## config.mk

```make
export PLATFORM = sky130hd
export DESIGN_NAME = caht_ctrl
export DESIGN_NICKNAME = d
export VERILOG_FILES = /design/src/rtl/caht_pkg.sv /design/src/rtl/caht_ctrl.sv
export SDC_FILE = /design/constraint.sdc
export NUM_CORES = 1
export LEC_CHECK = 0
export BUFFER_PORTS_ARGS = -buffer_cell sky130_fd_sc_hd__buf_2
export CAP_MARGIN = 20
export CORE_AREA = 3 3 40 42
export CTS_CLUSTER_SIZE = 14
export DETAILED_ROUTE_END_ITERATION = 16
export DIE_AREA = 0 0 43 45
export MAX_ROUTING_LAYER = met4
export PLACE_DENSITY = 0.7
export SLEW_MARGIN = 30
export SYNTH_ARGS = -nofsm -noshare
export SYNTH_HDL_FRONTEND = slang
export SYNTH_SLANG_ARGS = --single-unit
export TNS_END_PERCENT = 30
```

## constraint.sdc

```tcl
create_clock -name clk -period 1.5 [get_ports clk]
set_input_delay 0.225 -clock clk [delete_from_list [all_inputs] [get_ports clk]]
set_output_delay 0.225 -clock clk [all_outputs]
set_load 0.01 [all_outputs]
```

## src/rtl/caht_pkg.sv

```systemverilog
// ----------------------------------------------------------------------------
// caht_pkg
// shared types and codes of the chained address hash table
// ----------------------------------------------------------------------------
`default_nettype none

package caht_pkg;

  localparam logic [2:0] OP_LOOKUP     = 3'd0;
  localparam logic [2:0] OP_SET        = 3'd1;
  localparam logic [2:0] OP_SET_ABSENT = 3'd2;
  localparam logic [2:0] OP_UPDATE     = 3'd3;
  localparam logic [2:0] OP_DELETE     = 3'd4;

  localparam logic [1:0] ST_FOUND  = 2'd0;
  localparam logic [1:0] ST_NEW    = 2'd1;
  localparam logic [1:0] ST_ABSENT = 2'd2;
  localparam logic [1:0] ST_FULL   = 2'd3;

  localparam logic [31:0] HASH_MULT = 32'd2654435761;

  typedef enum logic [3:0] {
    S_CLEAR, S_IDLE, S_HASH, S_BKT, S_HREAD, S_HTAKE, S_WALK, S_CMP,
    S_ACT, S_CHK, S_GCLR, S_GBKT, S_GHD, S_GENT, S_GRD, S_GNH
  } state_t;

  typedef struct packed {
    logic clr_wr;
    logic clr_new;
    logic load_in;
    logic do_hash;
    logic do_bucket;
    logic rd_head;
    logic take_head;
    logic rd_entry;
    logic step;
    logic act;
    logic g_rd_old;
    logic g_take;
    logic g_rd_new;
    logic g_link;
    logic g_next;
    logic g_finish;
    logic load_out;
  } cmd_t;

  typedef struct packed {
    logic clr_last;
    logic e_nil;
    logic key_hit;
    logic grow;
    logic gi_last;
    logic out_free;
  } sts_t;

endpackage

`default_nettype wire

```

## src/rtl/caht_ctrl.sv

```systemverilog
// ----------------------------------------------------------------------------
// caht_ctrl
// sequencer for request handling, chain walk, clearing and rehash
// ----------------------------------------------------------------------------
`default_nettype none

module caht_ctrl (
  input  wire logic            clk,
  input  wire logic            rst_n,
  input  wire logic            in_valid,
  output logic                 in_ready,
  input  wire caht_pkg::sts_t  sts,
  output caht_pkg::cmd_t       cmd
);

  caht_pkg::state_t state_r, state_nxt;
  logic done_r, done_nxt;

  always_ff @(posedge clk) begin
    if (!rst_n) begin
      state_r <= caht_pkg::S_CLEAR;
      done_r  <= 1'b0;
    end else begin
      state_r <= state_nxt;
      done_r  <= done_nxt;
    end
  end

  // done_r marks a result waiting for the output register
  always_comb begin
    state_nxt = state_r;
    done_nxt  = done_r;
    unique case (state_r)
      caht_pkg::S_CLEAR: if (sts.clr_last) state_nxt = caht_pkg::S_IDLE;
      caht_pkg::S_IDLE: begin
        if (done_r) begin
          if (sts.out_free) done_nxt = 1'b0;
        end else if (in_valid) begin
          state_nxt = caht_pkg::S_HASH;
        end
      end
      caht_pkg::S_HASH:  state_nxt = caht_pkg::S_BKT;
      caht_pkg::S_BKT:   state_nxt = caht_pkg::S_HREAD;
      caht_pkg::S_HREAD: state_nxt = caht_pkg::S_HTAKE;
      caht_pkg::S_HTAKE: state_nxt = caht_pkg::S_WALK;
      caht_pkg::S_WALK:  state_nxt = sts.e_nil ? caht_pkg::S_ACT : caht_pkg::S_CMP;
      caht_pkg::S_CMP:   state_nxt = sts.key_hit ? caht_pkg::S_ACT : caht_pkg::S_WALK;
      caht_pkg::S_ACT:   state_nxt = caht_pkg::S_CHK;
      caht_pkg::S_CHK: begin
        done_nxt  = 1'b1;
        state_nxt = sts.grow ? caht_pkg::S_GCLR : caht_pkg::S_IDLE;
      end
      caht_pkg::S_GCLR: if (sts.clr_last) state_nxt = caht_pkg::S_GBKT;
      caht_pkg::S_GBKT: state_nxt = caht_pkg::S_GHD;
      caht_pkg::S_GHD:  state_nxt = caht_pkg::S_GENT;
      caht_pkg::S_GENT: begin
        if (!sts.e_nil)       state_nxt = caht_pkg::S_GRD;
        else if (sts.gi_last) state_nxt = caht_pkg::S_IDLE;
        else                  state_nxt = caht_pkg::S_GBKT;
      end
      caht_pkg::S_GRD: state_nxt = caht_pkg::S_GNH;
      caht_pkg::S_GNH: state_nxt = caht_pkg::S_GENT;
      default:         state_nxt = caht_pkg::S_CLEAR;
    endcase
  end

  always_comb begin
    cmd      = '0;
    in_ready = 1'b0;
    unique case (state_r)
      caht_pkg::S_CLEAR: cmd.clr_wr = 1'b1;
      caht_pkg::S_IDLE: begin
        in_ready     = !done_r;
        cmd.load_in  = !done_r && in_valid;
        cmd.load_out = done_r && sts.out_free;
      end
      caht_pkg::S_HASH:  cmd.do_hash   = 1'b1;
      caht_pkg::S_BKT:   cmd.do_bucket = 1'b1;
      caht_pkg::S_HREAD: cmd.rd_head   = 1'b1;
      caht_pkg::S_HTAKE: cmd.take_head = 1'b1;
      caht_pkg::S_WALK:  cmd.rd_entry  = !sts.e_nil;
      caht_pkg::S_CMP:   cmd.step      = !sts.key_hit;
      caht_pkg::S_ACT:   cmd.act       = 1'b1;
      caht_pkg::S_CHK:   cmd           = '0;
      caht_pkg::S_GCLR: begin
        cmd.clr_wr  = 1'b1;
        cmd.clr_new = 1'b1;
      end
      caht_pkg::S_GBKT: cmd.g_rd_old = 1'b1;
      caht_pkg::S_GHD:  cmd.g_take   = 1'b1;
      caht_pkg::S_GENT: begin
        cmd.rd_entry = !sts.e_nil;
        cmd.g_next   = sts.e_nil;
        cmd.g_finish = sts.e_nil && sts.gi_last;
      end
      caht_pkg::S_GRD: cmd.g_rd_new = 1'b1;
      caht_pkg::S_GNH: cmd.g_link   = 1'b1;
      default:         cmd          = '0;
    endcase
  end

endmodule

`default_nettype wire

```

**Word-level counts from Yosys, hierarchy flattened**

Cells that the tools add are included.

- Register bits after elaboration: 5
- Memories kept: 0
- Bits in writable memories: 0
- Bits in latches: 0
- Logic and storage cells: 63
- Output and inout port bits: 18
- Memory bits (read-only): 0

- Equal/unequal tests: 19
- Magnitude comparators: 0
- Divide/modulo/power cells: 0
- Bitwise logic cells: 0
- Reduce and logical (&&, ||, !) cells: 12
- Multiplexer cells: 30
- Shift operators: 0
- Multipliers: 0
- Add/sub/neg operators: 0

Operators with widths:

| kind | count |
|---|---|
| $pmux 4 s15 | 1 |
| $mux 4 | 9 |
| $eq 4x4->1 const B | 8 |
| $mux 1 | 18 |
| $eq 4x3->1 const B | 4 |
| $eq 4x2->1 const B | 2 |
| $ne 2x2->1 const B | 4 |
| $reduce_or 2->1 | 3 |
| $eq 4x1->1 const B | 1 |
| $logic_not 4->1 | 1 |
| $reduce_and 4->1 | 1 |
| $logic_and 1x1->1 | 3 |
| $logic_not 1->1 | 3 |
| $mux 2 | 1 |
| $pmux 1 s2 | 1 |
| $reduce_bool 2->1 | 1 |

**Logic depth before layout (Yosys ltp)**

Gate-level depths: netlist of the first run.

- Word-level depth: 3
- Gate-level depth with buffers: 6

**Worst setup path after synthesis of the first run**

No wires, ideal clock.

- Kind: flip-flop to output port
- From: reg state_r[3]
- To: out cmd[1] (netlist bit)
- Path slack: 72 ps
- Cell stages (with the launch flop): 5
- Data required time: 1275 ps
- Arrival time: 1203 ps
- Cell sequence: dfxtp_1 > clkbuf_1 > nand3b_1 > nor2_1 > and2_1

RTL lines:

| element | RTL line | source |
|---|---|---|
| start, declared | caht_ctrl.sv:16 | `caht_pkg::state_t state_r, state_nxt;` |
| start signal, assigned | caht_ctrl.sv:21 | `state_r <= caht_pkg::S_CLEAR;` |
| start signal, assigned | caht_ctrl.sv:24 | `state_r <= state_nxt;` |
| end, declared | caht_ctrl.sv:13 | `output caht_pkg::cmd_t cmd` |

==> impl_metrics.toml, run 1 <==
[drt]
vias_per_cell = 5.17
drc = 0
dr.first_iter.drc_count = 5
via_count = 626
wl_per_cell_um = 12.0
firstDrtPassIters = 4
antenna_left = 0
routed_wl_mm = 1.45

[finish]
seq_area_um2 = 108
diodes = 0
syn2layout_area_growth_pct = 46.6
multi_input_area_um2 = 409
nets = 116
fillers = 124
drive_above_1_share_pct = 43.4

[power_and_ir_drop]
p_int_mw = 0.336
p_per_area_nw_per_um2 = 663
power_leakage_nw = 0.344
p_sw_mw = 0.160
seq_power_share_pct = 30.4
pwr-share-comb_pct = 38.2
clockPowerShare_pct = 31.4
swShare_pct = 32.3
vdd_drop_max_mv = 0.362
total_power_mw = 0.496

[placement]
io_buffers = 26
gp_congestion = 0.771
dp_hpwl_mm = 1.13

[worst_setup_path]
critical-path-max-stage-delay_ps = 530
crit_arrival_ps = 1340
cp.required_ps = 1270
crit_slowest_cell = "or4b_4"
path_class = "reg2out"
path_delay_family = "simple AND/OR/NAND/NOR gates"
crit_chain = "or4b_4 > nor2b_1 > buf_2"
path_buf_inv = 1
cp-end-kind = "primary output"
cp-start-kind = "flip-flop"
crit_fanout = 5

[run]
maxCapViolations = 0

[timing]
fin_ws_ps = -67.2
maxSlewViolCount = 0
rsz0062_at_grt = "yes"
min_period_ps = 1570
finalCritPeriodShare_pct = 104
worst_slew_pin_slew_ps = 342
clock_skew_ps = 0.632
setup_viol = 4
max_freq_ghz = 0.638
fin_tns_setup_ps = -186
whs_ps = 245
hold_violations = 0
relSlewSlack_pct = 77.1

[cts]
cts_root_buf = "clkbuf_4"
clk_latency_ps = 240
cts_sinks = 5
post_cts_buffers = 0
h-tree-depth = 1
cts_buffer_depth = 2
postCtsHoldBufs = 0
numCtsBuffers = 3
clk_pin_slew_ps = 40
tritoncts = "built"

[status]
violations = "setup timing"
status = "complete, but fails checks"

[synthesis]
ys.flop_type = "dfxtp_1"
netlist_top_cells_count = "15 x nor2_1, 7 x nand2b_1, 6 x nand2_1"
synth_edf_count = 0
syn-num-nets = 85
netlist.area_leader.share_pct = 19.6
postSynthAreaPerCell_um2 = 6.72
syn_area_um2 = 510
synth_warnings = 0
synth_cells = 76
ys_seq_area_share_pct = 19.6
ys_top_cells_by_area = "dfxtp_1 20%, nor2_1 11%, nand2b_1 8.6%"
postSynth.asyncResetShare_pct = 0
ys_types = 32
yosysTopAreaCell = "dfxtp_1"
yosysMostFrequentCell = "nor2_1"
ys_ff_latch = 5

[floorplanning]
row_count = 13
die_h_um = 45
io_pins = 27
die-area_um2 = 1940
die_x_um = 43
start_util_pct = 39.7
core_um2 = 1280

[global_routing]
grt_pass1_vias = 562
grt_antenna_before_repair = 0
grt_max_degree = 16
grt_pass1_wl_mm = 2.33
overflow = 0
grt_util_all_layers_pct = 16.1

[hold_path]
hp-class = "in2reg"
[placed cells by master (no fill, tap or decap), types with 2 or more instances in the layout]
master and n:
clkbuf_4 3, nand2_1 6, buf_4 4, dfxtp_2 3, nand2b_4 3, nor2b_1 2, o21ai_0 4, a21oi_1 4
nor3_1 3, nor2_1 14, nand2b_1 4, buf_2 26, nand3b_1 2, buf_6 2, a22oi_1 2
[sequential cells by signal (all words and copies together), names as in the netlist]
name / flops
state_r: 4
done_r: 1
[path summary, 6_finish.rpt]
path | from | to | slack [ps] | depth (start not counted)
max | state_r[2] | cmd[14] | -70 | 3
min | rst_n | state_r[0] | 240 | 3
max reg2reg | state_r[2] | state_r[1] | 80 | 4
min reg2reg | done_r | done_r | 570 | 2
[worst register-to-register path, stage by stage, from the launching register on]
cell,delay [ps]
dfxtp_2,330
or4b_4,530
o32a_1,230
o21ai_1,150
a21oi_1,60
[power by group through the flow]
stage | clock (mW) | sequential (mW) | combinational, mW
2_1_floorplan | 0 | 0.147 | 0.115
3_3_place_gp | 0 | 0.149 | 0.168
3_5_place_dp | 0 | 0.151 | 0.171
4_1_cts | 0.165 | 0.149 | 0.181
5_1_grt | 0.167 | 0.152 | 0.206
6_report | 0.156 | 0.151 | 0.189
[what timing repair did]
| item | CTS | global route |
|---|---|---|
| gates resized for setup | 4 | 9 |
| setup endpoints to repair | 5 | 10 |
| pin swaps | 2 | 0 |
[routing by layer]
metal | GRT usage [%] | vias up | share of wire (%)
met5 | - | - | 0
met4 | 4.82 | 0 | 0
met3 | 3.59 | 0 | 5.0
met2 | 27.5 | 18 | 50
met1 | 19.1 | 278 | 45
li1 | - | 330 | -
[logic make-up after synthesis]
logic type / count (synthesis) / share of synthesized area, %
AND/OR/NAND/NOR: 41 / 41.7
XOR/XNOR: 1 / 1.72
AO/OA/AOI/OAI: 20 / 26.2
multiplexers: 2 / 4.17
buffers and inverters: 7 / 6.62
flip-flops: 5 / 19.6
[metrics by stage]
stage	instance area (um^2)	util, %	instances	setup WS, ps
floorplan	510	-	76	72.1
global placement	674	52.5	117	120
detailed placement	674	52.5	117	53.5
CTS	718	55.9	121	-81.2
global route	748	58.2	121	-133
finish	748	58.2	121	-67.2
[cell type report]
type	count	share of cell area, %
Timing Repair Buffer	32	24.4
Clock buffer	4	3.51
Multi-Input combinational cell	64	54.7
Inverter	1	0.502
Sequential cell	5	14.4
Tap cell	15	2.51
(Power assumes the default switching activity.)
==> inputs of run 2 (changes only) <==
- CORE_AREA: 3 3 40 42 -> 2 2 39 41
- DIE_AREA: 0 0 43 45 -> 0 0 41 43
- SETUP_SLACK_MARGIN: unset -> 0.1
==> impl_metrics.toml, run 2 (synthesis results as in run 1) <==
[floorplanning]
die_x_um = 41
start_util_pct = 36.9
die-area_um2 = 1760
die_h_um = 43
io_pins = 27
core_um2 = 1380
row_count = 14

[power_and_ir_drop]
total_power_mw = 0.490
power_leakage_nw = 0.338
p_per_area_nw_per_um2 = 664
vdd_drop_max_mv = 0.295

[worst_setup_path]
crit_fanout = 4
reg2reg_depth = 4
crit_slowest_cell = "or4b_4"
path_class = "reg2out"
reg2reg_to = "state_r[1]"
crit_start = "state_r[3]"
worstSetupEndpoint = "cmd[14]"
crit_chain = "or4b_4 > nor2b_1 > buf_2"
regToRegStartpoint = "state_r[3]"
r2r_slack_ps = 120
cp-start-kind = "flip-flop"
cp-end-kind = "primary output"
critical-path-max-stage-delay_ps = 550
crit_arrival_ps = 1360
cp.required_ps = 1270

[finish]
largest-register = "state_r"
syn2layout_area_growth_pct = 44.4
diodes = 0
design_area_um2 = 737
final_cell_mix = "26 x buf_2, 14 x nor2_1, 6 x nand2_1, 5 x nand2b_1"
top_regs = "state_r: 4 flops, done_r: 1 flops"
fillers = 146
nets = 115
largest_reg_flops = 4
drive_above_1_share_pct = 39.0
mostFrequentLayoutCell = "buf_2"

[drt]
antenna_left = 0
via_count = 629
firstDrtPassIters = 4
wl_per_cell_um = 11.2
dr.first_iter.drc_count = 10
routed_wl_mm = 1.35
drc = 0
vias_per_cell = 5.20

[timing]
min_period_ps = 1580
clock_skew_ps = 1.89
hold_violations = 0
fin_tns_setup_ps = -192
relSlewSlack_pct = 80.5
max_freq_ghz = 0.632
setup_viol = 4
maxSlewViolCount = 0
rsz0062_at_grt = "yes"
whs_ps = 289
worst_slew_pin_slew_ps = 291
finalCritPeriodShare_pct = 105
fin_ws_ps = -82.3

[placement]
pre_cts_ws_ps = 123
dp_hpwl_mm = 1.00
io_buffers = 26
placedInstanceArea_um2 = 681
gp_congestion = 0.738

[cts]
post_cts_buffers = 0
clk_pin_slew_ps = 40
clk_latency_ps = 240
cts_sinks = 5
cts_buffer_depth = 2
cts_root_buf = "clkbuf_4"
postCtsHoldBufs = 0
numCtsBuffers = 3
tritoncts = "built"
h-tree-depth = 1

[global_routing]
grt_util_all_layers_pct = 17.0
grt_pass1_vias = 537
grt_pass1_wl_mm = 2.08
overflow = 0
grt_max_degree = 18
grt_antenna_before_repair = 0

[hold_path]
hp-class = "in2reg"

[status]
status = "complete, but fails checks"
violations = "setup timing"

[run]
maxCapViolations = 0
[run 2: area by class of cell]
| class | instances | area [um^2] | share of cell area, % |
|---|---|---|---|
| tap | 16 | 20.0 | 2.72 |
| sequential | 5 | 101 | 13.8 |
| multi-input combinational | 64 | 402 | 54.5 |
| clock buffer | 4 | 26.3 | 3.57 |
| inverter | 1 | 3.75 | 0.509 |
| timing repair buffer | 31 | 184 | 25.0 |
[run 2: worst min-delay path by stage]
stage | to | start | cells after the start | slack, ps
after CTS | state_r[0] | rst_n | 3 | 290
after detailed placement | state_r[0] | rst_n | 3 | 520
after global placement | state_r[0] | rst_n | 3 | 510
final | state_r[0] | rst_n | 3 | 290
after floorplan | state_r[0] | rst_n | 2 | 350
after global routing | state_r[0] | rst_n | 3 | 300
[run 2: report_power, final]
group	leakage, nW	switching [mW]	total, mW	internal (mW)
registers	0.0412	0.00589	0.146	0.140
logic	0.282	0.0968	0.188	0.0917
clock network	0.0150	0.0546	0.155	0.101
[run 2: stage by stage]
step	util (%)	instances
finish	53.3	121
global route	53.3	121
CTS	52.4	121
detailed placement	49.2	117
global placement	49.2	117
floorplan	-	76
[run 2: timing repair]
action                     4_1_cts  5_1_grt
resized for setup                3        3
pin swaps                        2        1
setup endpoints to repair       11       19
[run 2: layer usage]
layer  up-vias  track usage, %  wire, um
li1        329               -         -
met4         0            4.00         0
met2        21            26.3       631
met5         -               -         0
met1       279            22.3       644
met3         0            3.14        76
[run 2: worst max-delay path, delay by kind of cell (launching register included)]
kind | cells | cell delay, ps
buffers and inverters | 1 | 140
flip-flops | 1 | 310
AND/OR/NAND/NOR | 2 | 670
